[src/rtl/mme_pkg.sv]
// Package for the matrix multiply engine: sizes, field widths, codes,
// controller states and the command/status structs between control and datapath.
// No dependencies.
package mme_pkg;

  localparam int MAX_DIM  = 8;
  localparam int IDX_W    = 3;
  localparam int SIZE_W   = 4;
  localparam int DEPTH    = MAX_DIM * MAX_DIM;
  localparam int ADDR_W   = $clog2(DEPTH);
  localparam int MODE_W   = 2;
  localparam int ELEM_W   = 16;
  localparam int PROD_W   = 32;
  localparam int ACC_W    = 36;
  localparam int CFG_IDX_W = 2;

  typedef enum logic [MODE_W-1:0] {
    MODE_LOAD_A  = 2'd0,
    MODE_LOAD_B  = 2'd1,
    MODE_COMPUTE = 2'd2
  } mode_t;

  typedef enum logic [CFG_IDX_W-1:0] {
    CFG_A_ROWS     = 2'd0,
    CFG_INNER_SIZE = 2'd1,
    CFG_B_COLS     = 2'd2
  } cfg_idx_t;

  typedef enum logic [1:0] {
    ST_IDLE,
    ST_ISSUE,
    ST_WAIT
  } ctrl_state_t;

  typedef struct packed {
    logic              we_a;
    logic              we_b;
    logic [ADDR_W-1:0] wr_addr;
    logic              issue;
    logic              first;
    logic              last;
    logic              zero;
    logic [ADDR_W-1:0] rd_addr_a;
    logic [ADDR_W-1:0] rd_addr_b;
    logic              load_out;
    logic [IDX_W-1:0]  res_row;
    logic [IDX_W-1:0]  res_col;
    logic              res_last;
  } dp_cmd_t;

  typedef struct packed {
    logic acc_ready;
    logic out_free;
  } dp_status_t;

  function automatic logic [ADDR_W-1:0] elem_addr(input logic [IDX_W-1:0] row,
                                                  input logic [IDX_W-1:0] col);
    elem_addr = ADDR_W'(row) * ADDR_W'(MAX_DIM) + ADDR_W'(col);
  endfunction

endpackage

[src/rtl/mme_in_if.sv]
// Input channel of the matrix multiply engine: valid/ready plus one load or compute item.
// Depends on mme_pkg.
interface mme_in_if;
  logic                                valid;
  logic                                ready;
  logic [mme_pkg::MODE_W-1:0]          mode;
  logic [mme_pkg::IDX_W-1:0]           row_index;
  logic [mme_pkg::IDX_W-1:0]           col_index;
  logic signed [mme_pkg::ELEM_W-1:0]   element_value;

  modport source (output valid, mode, row_index, col_index, element_value, input ready);
  modport sink   (input valid, mode, row_index, col_index, element_value, output ready);
endinterface

[src/rtl/mme_out_if.sv]
// Output channel of the matrix multiply engine: valid/ready plus one result element.
// Depends on mme_pkg.
interface mme_out_if;
  logic                                valid;
  logic                                ready;
  logic [mme_pkg::IDX_W-1:0]           out_row;
  logic [mme_pkg::IDX_W-1:0]           out_col;
  logic signed [mme_pkg::PROD_W-1:0]   product_value;
  logic                                saturated;
  logic                                last_result;

  modport source (output valid, out_row, out_col, product_value, saturated, last_result,
                  input ready);
  modport sink   (input valid, out_row, out_col, product_value, saturated, last_result,
                  output ready);
endinterface

[src/rtl/mme_ram.sv]
// Generic single-write, single-read RAM with registered read data.
// No dependencies.
module mme_ram #(
  parameter int WIDTH = 16,
  parameter int DEPTH = 64
) (
  input  logic                     clk,
  input  logic                     we,
  input  logic [$clog2(DEPTH)-1:0] waddr,
  input  logic [WIDTH-1:0]         wdata,
  input  logic                     re,
  input  logic [$clog2(DEPTH)-1:0] raddr,
  output logic [WIDTH-1:0]         rdata
);
  logic [WIDTH-1:0] mem [DEPTH];

  always_ff @(posedge clk) begin
    if (we) begin
      mem[waddr] <= wdata;
    end
    if (re) begin
      rdata <= mem[raddr];
    end
  end
endmodule

[src/rtl/mme_datapath.sv]
// Datapath: A and B element stores, multiply and accumulate pipeline,
// saturation and the output register. Depends on mme_pkg, mme_ram, mme_out_if.
module mme_datapath (
  input  logic                              clk,
  input  logic                              rst,
  input  mme_pkg::dp_cmd_t                  cmd,
  input  logic signed [mme_pkg::ELEM_W-1:0] wr_data,
  output mme_pkg::dp_status_t               status,
  mme_out_if.source                         out_ch
);
  import mme_pkg::*;

  logic [ELEM_W-1:0]        rd_a;
  logic [ELEM_W-1:0]        rd_b;
  logic                     v1, first1, last1, zero1;
  logic                     v2, first2, last2;
  logic signed [PROD_W-1:0] prod2;
  logic signed [ACC_W-1:0]  acc;
  logic                     acc_ready;
  logic                     out_valid;
  logic                     sat;
  logic signed [PROD_W-1:0] sat_value;
  logic [ACC_W-PROD_W:0]    upper;

  mme_ram #(.WIDTH(ELEM_W), .DEPTH(DEPTH)) u_store_a (
    .clk   (clk),
    .we    (cmd.we_a),
    .waddr (cmd.wr_addr),
    .wdata (wr_data),
    .re    (cmd.issue),
    .raddr (cmd.rd_addr_a),
    .rdata (rd_a)
  );

  mme_ram #(.WIDTH(ELEM_W), .DEPTH(DEPTH)) u_store_b (
    .clk   (clk),
    .we    (cmd.we_b),
    .waddr (cmd.wr_addr),
    .wdata (wr_data),
    .re    (cmd.issue),
    .raddr (cmd.rd_addr_b),
    .rdata (rd_b)
  );

  always_ff @(posedge clk) begin
    if (rst) begin
      v1 <= 1'b0;
      v2 <= 1'b0;
      acc_ready <= 1'b0;
      out_valid <= 1'b0;
    end else begin
      v1 <= cmd.issue;
      v2 <= v1;
      if (cmd.load_out) begin
        acc_ready <= 1'b0;
      end else if (v2 && last2) begin
        acc_ready <= 1'b1;
      end
      if (cmd.load_out) begin
        out_valid <= 1'b1;
      end else if (out_ch.ready) begin
        out_valid <= 1'b0;
      end
    end
  end

  always_ff @(posedge clk) begin
    first1 <= cmd.first;
    last1  <= cmd.last;
    zero1  <= cmd.zero;
    first2 <= first1;
    last2  <= last1;
    if (v1) begin
      if (zero1) begin
        prod2 <= '0;
      end else begin
        prod2 <= $signed(rd_a) * $signed(rd_b);
      end
    end
    if (v2) begin
      acc <= (first2 ? '0 : acc) + ACC_W'(prod2);
    end
  end

  // The sum fits in 32 bits when all bits from bit 31 upward agree.
  always_comb begin
    upper     = acc[ACC_W-1:PROD_W-1];
    sat       = !((&upper) || (~|upper));
    sat_value = acc[ACC_W-1] ? {1'b1, {(PROD_W-1){1'b0}}} : {1'b0, {(PROD_W-1){1'b1}}};
  end

  always_ff @(posedge clk) begin
    if (cmd.load_out) begin
      out_ch.out_row       <= cmd.res_row;
      out_ch.out_col       <= cmd.res_col;
      out_ch.product_value <= sat ? sat_value : acc[PROD_W-1:0];
      out_ch.saturated     <= sat;
      out_ch.last_result   <= cmd.res_last;
    end
  end

  assign out_ch.valid     = out_valid;
  assign status.acc_ready = acc_ready;
  assign status.out_free  = !out_valid || out_ch.ready;
endmodule

[src/rtl/mme_ctrl.sv]
// Controller: size registers, input handshake and the row/column/inner-index
// sequencer that drives the datapath. Depends on mme_pkg and mme_in_if.
module mme_ctrl (
  input  logic                                 clk,
  input  logic                                 rst,
  input  logic                                 cfg_we,
  input  logic [mme_pkg::CFG_IDX_W-1:0]        cfg_index,
  input  logic [mme_pkg::SIZE_W-1:0]           cfg_data,
  mme_in_if.sink                               in_ch,
  input  mme_pkg::dp_status_t                  status,
  output mme_pkg::dp_cmd_t                     cmd
);
  import mme_pkg::*;

  ctrl_state_t       state, state_next;
  logic [SIZE_W-1:0] a_rows, inner_size, b_cols;
  logic [SIZE_W-1:0] nr, nk, nc;
  logic [IDX_W-1:0]  i, i_next, j, j_next, k, k_next;
  logic              last_k, last_i, last_j;

  function automatic logic [SIZE_W-1:0] eff_size(input logic [SIZE_W-1:0] r);
    eff_size = (r > SIZE_W'(MAX_DIM)) ? SIZE_W'(MAX_DIM) : r;
  endfunction

  always_ff @(posedge clk) begin
    if (rst) begin
      a_rows     <= SIZE_W'(MAX_DIM);
      inner_size <= SIZE_W'(MAX_DIM);
      b_cols     <= SIZE_W'(MAX_DIM);
    end else if (cfg_we) begin
      case (cfg_idx_t'(cfg_index))
        CFG_A_ROWS:     a_rows     <= cfg_data;
        CFG_INNER_SIZE: inner_size <= cfg_data;
        CFG_B_COLS:     b_cols     <= cfg_data;
        default: ;
      endcase
    end
  end

  assign nr = eff_size(a_rows);
  assign nk = eff_size(inner_size);
  assign nc = eff_size(b_cols);

  always_ff @(posedge clk) begin
    if (rst) begin
      state <= ST_IDLE;
      i <= '0;
      j <= '0;
      k <= '0;
    end else begin
      state <= state_next;
      i <= i_next;
      j <= j_next;
      k <= k_next;
    end
  end

  assign last_k = ({1'b0, k} == nk - SIZE_W'(1));
  assign last_i = ({1'b0, i} == nr - SIZE_W'(1));
  assign last_j = ({1'b0, j} == nc - SIZE_W'(1));

  always_comb begin
    state_next  = state;
    i_next      = i;
    j_next      = j;
    k_next      = k;
    cmd         = '0;
    cmd.wr_addr = elem_addr(in_ch.row_index, in_ch.col_index);
    cmd.rd_addr_a = elem_addr(i, k);
    cmd.rd_addr_b = elem_addr(k, j);
    cmd.res_row = i;
    cmd.res_col = j;
    cmd.res_last = last_i && last_j;
    in_ch.ready = 1'b0;
    unique case (state)
      ST_IDLE: begin
        in_ch.ready = 1'b1;
        if (in_ch.valid) begin
          case (mode_t'(in_ch.mode))
            MODE_LOAD_A: begin
              cmd.we_a = ({1'b0, in_ch.row_index} < nr) && ({1'b0, in_ch.col_index} < nk);
            end
            MODE_LOAD_B: begin
              cmd.we_b = ({1'b0, in_ch.row_index} < nk) && ({1'b0, in_ch.col_index} < nc);
            end
            MODE_COMPUTE: begin
              // An empty result matrix produces no items at all.
              if (nr != '0 && nc != '0) begin
                i_next = '0;
                j_next = '0;
                k_next = '0;
                state_next = ST_ISSUE;
              end
            end
            default: ;
          endcase
        end
      end
      ST_ISSUE: begin
        // With no inner dimension a single forced-zero product clears the sum.
        cmd.issue = 1'b1;
        cmd.first = (k == '0);
        cmd.zero  = (nk == '0);
        cmd.last  = (nk == '0) || last_k;
        if (cmd.last) begin
          k_next = '0;
          state_next = ST_WAIT;
        end else begin
          k_next = k + IDX_W'(1);
        end
      end
      ST_WAIT: begin
        if (status.acc_ready && status.out_free) begin
          cmd.load_out = 1'b1;
          if (last_i && last_j) begin
            state_next = ST_IDLE;
          end else begin
            state_next = ST_ISSUE;
            if (last_j) begin
              j_next = '0;
              i_next = i + IDX_W'(1);
            end else begin
              j_next = j + IDX_W'(1);
            end
          end
        end
      end
      default: state_next = ST_IDLE;
    endcase
  end
endmodule

[src/rtl/matrix_multiply_engine_unit.sv]
// Top level of the matrix multiply engine: controller plus datapath.
// Depends on mme_pkg, mme_in_if, mme_out_if, mme_ctrl, mme_datapath.
//
//   channel  direction  payload
//   in_ch    in         mode, row_index, col_index, element_value
//   out_ch   out        out_row, out_col, product_value, saturated, last_result
//   cfg      in         cfg_we, cfg_index, cfg_data (a_rows, inner_size, b_cols)
//
// A load item is accepted in ST_IDLE. A compute item is accepted in ST_IDLE and then, for
// each result element, issues one store read per inner step (at least one), passes through the
// read, multiply and accumulate stages and hands the sum to the output register.
// Input ready is low for the whole compute item; a stalled output holds the sequencer.
// Reset sets all sizes to 8; the element stores are not cleared.
module matrix_multiply_engine_unit (
  input  logic                           clk,
  input  logic                           rst,
  input  logic                           cfg_we,
  input  logic [mme_pkg::CFG_IDX_W-1:0]  cfg_index,
  input  logic [mme_pkg::SIZE_W-1:0]     cfg_data,
  mme_in_if.sink                         in_ch,
  mme_out_if.source                      out_ch
);
  import mme_pkg::*;

  dp_cmd_t    cmd;
  dp_status_t status;

  mme_ctrl u_ctrl (
    .clk       (clk),
    .rst       (rst),
    .cfg_we    (cfg_we),
    .cfg_index (cfg_index),
    .cfg_data  (cfg_data),
    .in_ch     (in_ch),
    .status    (status),
    .cmd       (cmd)
  );

  mme_datapath u_datapath (
    .clk     (clk),
    .rst     (rst),
    .cmd     (cmd),
    .wr_data (in_ch.element_value),
    .status  (status),
    .out_ch  (out_ch)
  );
endmodule

[src/flat_wrapper.sv]
// flat-port wrapper written by rule: the top's interface ports become plain ports
module matrix_multiply_engine_unit_flat import mme_pkg::*;
  (clk, rst, cfg_we, cfg_index, cfg_data, in_ch_valid, in_ch_mode, in_ch_row_index, in_ch_col_index, in_ch_element_value, in_ch_ready, out_ch_valid, out_ch_out_row, out_ch_out_col, out_ch_product_value, out_ch_saturated, out_ch_last_result, out_ch_ready);
  mme_in_if in_ch_i ();
  mme_out_if out_ch_i ();
  input  logic clk;
  input  logic rst;
  input  logic cfg_we;
  input  logic [mme_pkg::CFG_IDX_W-1:0] cfg_index;
  input  logic [mme_pkg::SIZE_W-1:0] cfg_data;
  input wire logic [$bits(in_ch_i.valid)-1:0] in_ch_valid;
  input wire logic [$bits(in_ch_i.mode)-1:0] in_ch_mode;
  input wire logic [$bits(in_ch_i.row_index)-1:0] in_ch_row_index;
  input wire logic [$bits(in_ch_i.col_index)-1:0] in_ch_col_index;
  input wire logic [$bits(in_ch_i.element_value)-1:0] in_ch_element_value;
  output wire logic [$bits(in_ch_i.ready)-1:0] in_ch_ready;
  output wire logic [$bits(out_ch_i.valid)-1:0] out_ch_valid;
  output wire logic [$bits(out_ch_i.out_row)-1:0] out_ch_out_row;
  output wire logic [$bits(out_ch_i.out_col)-1:0] out_ch_out_col;
  output wire logic [$bits(out_ch_i.product_value)-1:0] out_ch_product_value;
  output wire logic [$bits(out_ch_i.saturated)-1:0] out_ch_saturated;
  output wire logic [$bits(out_ch_i.last_result)-1:0] out_ch_last_result;
  input wire logic [$bits(out_ch_i.ready)-1:0] out_ch_ready;
  assign in_ch_i.valid = in_ch_valid;
  assign in_ch_i.mode = in_ch_mode;
  assign in_ch_i.row_index = in_ch_row_index;
  assign in_ch_i.col_index = in_ch_col_index;
  assign in_ch_i.element_value = in_ch_element_value;
  assign in_ch_ready = in_ch_i.ready;
  assign out_ch_valid = out_ch_i.valid;
  assign out_ch_out_row = out_ch_i.out_row;
  assign out_ch_out_col = out_ch_i.out_col;
  assign out_ch_product_value = out_ch_i.product_value;
  assign out_ch_saturated = out_ch_i.saturated;
  assign out_ch_last_result = out_ch_i.last_result;
  assign out_ch_i.ready = out_ch_ready;
  matrix_multiply_engine_unit u_core (.clk(clk), .rst(rst), .cfg_we(cfg_we), .cfg_index(cfg_index), .cfg_data(cfg_data), .in_ch(in_ch_i), .out_ch(out_ch_i));
endmodule
[config.mk]
export PLATFORM = sky130hd
export DESIGN_NAME = matrix_multiply_engine_unit_flat
export DESIGN_NICKNAME = d
export VERILOG_FILES = /design/src/rtl/mme_pkg.sv /design/src/rtl/mme_in_if.sv /design/src/rtl/mme_out_if.sv /design/src/rtl/mme_ram.sv /design/src/rtl/mme_datapath.sv /design/src/rtl/mme_ctrl.sv /design/src/rtl/matrix_multiply_engine_unit.sv /design/src/flat_wrapper.sv
export SDC_FILE = /design/constraint.sdc
export NUM_CORES = 2
export LEC_CHECK = 0
export BUFFER_PORTS_ARGS = -buffer_cell sky130_fd_sc_hd__buf_2
export CAP_MARGIN = 0
export CORE_ASPECT_RATIO = 1.25
export CORE_MARGIN = 3
export CORE_UTILIZATION = 30
export DETAILED_ROUTE_END_ITERATION = 10
export GPL_TIMING_DRIVEN = 0
export PLACE_DENSITY = 0.54
export RECOVER_POWER = 100
export SYNTH_ARGS = -nofsm -noshare
export SYNTH_HDL_FRONTEND = slang
export SYNTH_SLANG_ARGS = --single-unit
[constraint.sdc]
create_clock -name clk -period 17.16 [get_ports clk]
set_input_delay 0.858 -clock clk [delete_from_list [all_inputs] [get_ports clk]]
set_output_delay 0.858 -clock clk [all_outputs]
set_load 0.02 [all_outputs]
==> summary.txt <==
Outcome - finished with violations
Failing checks - max-capacitance violations, max-slew violations
Vias in the first global route - 49980
Core Util, Final - 34.30%
Largest cells by area after synthesis - edfxtp_1, mux4_2, fa_1, ha_1, inv_1
Worst Tran Pin Value - 5944 ps
Ys flop type - edfxtp_1
RD Place Congestion - 0.8685
Post-synthesis sequential area ratio - 68.98%
Worst path most repeated cell - fa_1
Global-route wire length before repair - 375.1 mm
GRT Overall Usage - 15.82%
# rows - 231
Total grt overflow - 0
Die Span Y - 639.0 um
Initial Utilization - 30.25%
Final hold violations - 0
Mapped cell area - 0.09618 mm2
Pleak - 34.60 nW
Yosys synthesis warning count - 0
I/O pins - 77
Fin nets - 5712
Largest net degree at the start of global routing - 101
CP delay by family, top - adder cells
Unique cell type count in the Yosys netlist - 67
CP Max Fanout - 10
Worst Setup Start Kind - register
DRC - 0
Placed cell count - 9260
Clock sinks - 2220
Final antenna-violating net count - 0
Final setup viols - 0
Crit end category - register
DR vias/cell - 4.937
Worst Slack Setup Final - 9669 ps
CTS Buffer Depth - 4
Die Span X - 512.4 um
Skew final - 43.97 ps
CTS Hold Bufs - 0
Final WL - 262.1 mm
Synthesized flop and latch total - 2220
Critical path class - reg2reg
Fin cells - 9657
Minimum clock period - 7491 ps
HP Class - in2reg
Syn Area/Cell - 19.86 um2
Slowest CP cell - edfxtp_1
Max-slew violations - 2182
Max Cap Viol - 40
HPWL after DPL - 184.5 mm
Die area - 0.3275 mm2
Synthesis-to-layout area growth - 13.37%
Number of CTS-inserted buffers - 213
Dpl ws - 9604 ps
Pre-antenna DRT Iters - 7
Worst path required time - 17740 ps
Syn_nets - 5275
Slew margin rel. - -296.3%
Fmax - 133.5 MHz
Mapped Cells - 4844
Clock slew at reported path FFs - 60 ps
CTS tree - built
Initial antenna violation count - 28
Fin Setup TNS - 0 ps
Leading area contributor after synthesis - edfxtp_1
Synth top area share - 68.31%
WP buf/inv - 6
CTS Root Cell - clkbuf_16
Asr flop ratio synth - 0%
Tcrit/Tclk final - 43.66%
Postcts setup bufs - 0
Number of synthesized flops with an enable pin - 2188
WP data arrival - 8070 ps
Worst vdd ir - 0.0001099 V
RSZ-0062 raised after global routing - no
Share of layout cells above drive strength 1 - 19.39%
Iteration-0 DRC Markers - 4173
Max incr delay on CP - 650 ps
Post-CTS resize count - 0
Core footprint - 0.3179 mm2
Port Buf Inserts - 74
WL per Instance - 27.14 um
Vias - 47678
Crit path cell chain - clkbuf_1 > nand2_1 > fa_1 > inv_1 > fa_1 > inv_1 > fa_1 > inv_1 > fa_1 > fa_1 > inv_1 > fa_1 > inv_1 > ha_1 > a21oi_1 > o21ai_0 > a311oi_1 > nor3_1 > a211oi_1 > o31ai_1 > xnor2_1 > nor2_1
Clk_lat worst skew - 860 ps
Pwr/cell area - 127.0 mW/mm2
H-tree Lvls - 4
-- flip-flops by register name, indices dropped and copies added, names as in the netlist, 4 cells and up --
signal                                  cells
u_core.u_ctrl.a_rows                        4
u_core.u_datapath.prod2                    32
u_core.u_datapath.u_store_b.mem          1024
u_core.u_ctrl.b_cols                        4
u_core.u_datapath.u_store_a.mem          1024
u_core.u_datapath.out_ch.product_value     32
u_core.u_datapath.u_store_b.rdata          16
u_core.u_ctrl.inner_size                    4
u_core.u_datapath.u_store_a.rdata          16
u_core.u_datapath.acc                      36
-- worst paths after layout --
kind / startpoint / slack, ps / end / cells past startpoint
max reg2reg: u_core.u_datapath.u_store_a.rdata[7] / 9670 / u_core.u_datapath.prod2[31] / 22
min reg2reg: u_core.u_datapath.last1 / 340 / u_core.u_datapath.last2 / 0
max: u_core.u_datapath.u_store_a.rdata[7] / 9670 / u_core.u_datapath.prod2[31] / 22
min: cfg_data[1] / 310 / u_core.u_ctrl.inner_size[1] / 3
-- cell usage in the layout, fill, tap and decap left out, types with 46 or more instances in the layout --
cell | netlist | final
buf_2 | 54 | 66
nand2_1 | 173 | 173
inv_1 | 324 | 324
edfxtp_1 | 2188 | 2188
ha_1 | 133 | 133
xnor2_1 | 52 | 52
clkbuf_16 | 0 | 218
nor2b_1 | 46 | 46
clkbuf_1 | 138 | 383
nor2_1 | 230 | 231
and2_1 | 120 | 115
a21oi_1 | 66 | 66
fa_1 | 263 | 263
a21o_1 | 63 | 63
mux4_2 | 672 | 672
-- cell type report --
cell class / count / area, um2
fill: 29933 / 208900
sequential: 2220 / 66340
multi-input combinational: 2081 / 27690
clock buffer: 265 / 5672
tap: 4194 / 5248
inverter: 326 / 1224
clock inverter: 119 / 1021
buffer: 217 / 905.9
timing repair buffer: 222 / 898.4
antenna: 13 / 32.53
-- layer usage --
| layer | share of wire (%) | global-route usage [%] | vias to the layer above |
|---|---|---|---|
| met5 | 0.019 | 0 | - |
| met4 | 3.5 | 5.014 | 8 |
| met3 | 5.5 | 2.391 | 385 |
| met2 | 51 | 27.90 | 1407 |
| met1 | 40 | 19.95 | 25897 |
| li1 | - | - | 19981 |
-- synthesized netlist by cell type, types with 39 or more instances --
cell type	n
nor2_1	230
buf_2	54
a21o_1	63
edfxtp_1	2188
inv_1	324
fa_1	263
o21ai_0	39
clkbuf_1	138
nor2b_1	46
a21oi_1	66
mux4_2	672
nand2_1	173
xnor2_1	52
and2_1	120
ha_1	133
-- through the flow --
step                hold slack, ps  power, mW  area [um2]
floorplan                    309.6      8.501       96180
global placement             310.3      9.388      101800
detailed placement           320.0      9.415      104700
CTS                          236.1      14.03      111400
global route                 278.3      14.57      109000
finish                       307.6      13.85      109000
-- worst reg2reg max path, stage by stage (launching register included) --
cell and delay [ps]:
edfxtp_1 650, clkbuf_1 610, nand2_1 190, fa_1 580, inv_1 60, fa_1 510
inv_1 60, fa_1 530, inv_1 50, fa_1 450, fa_1 490, inv_1 50
fa_1 510, inv_1 60, ha_1 350, a21oi_1 220, o21ai_0 190, a311oi_1 530
nor3_1 170, a211oi_1 520, o31ai_1 180, xnor2_1 200, nor2_1 60
-- report_power, final --
part | switching, mW | leakage [nW] | internal (mW)
sequential | 0.0260 | 19.9 | 6.13
combinational | 1.82 | 11.4 | 1.28
clock | 2.05 | 3.27 | 2.55
-- kinds of logic (layout without fill, tap and decap cells) --
| kind of cell | Yosys count | count (layout) | share of synthesized area, % |
|---|---|---|---|
| AO/OA/AOI/OAI | 247 | 247 | 1.703 |
| flip-flops | 2220 | 2220 | 68.98 |
| other | 0 | 13 | 0 |
| AND/OR/NAND/NOR | 682 | 682 | 3.389 |
| adder cells (fa/ha/maj) | 396 | 396 | 7.204 |
| buffers and inverters | 543 | 1149 | 2.205 |
| multiplexers | 685 | 685 | 15.87 |
| XOR/XNOR | 71 | 71 | 0.6466 |
Note: power is estimated with default switching activity, not from simulation.
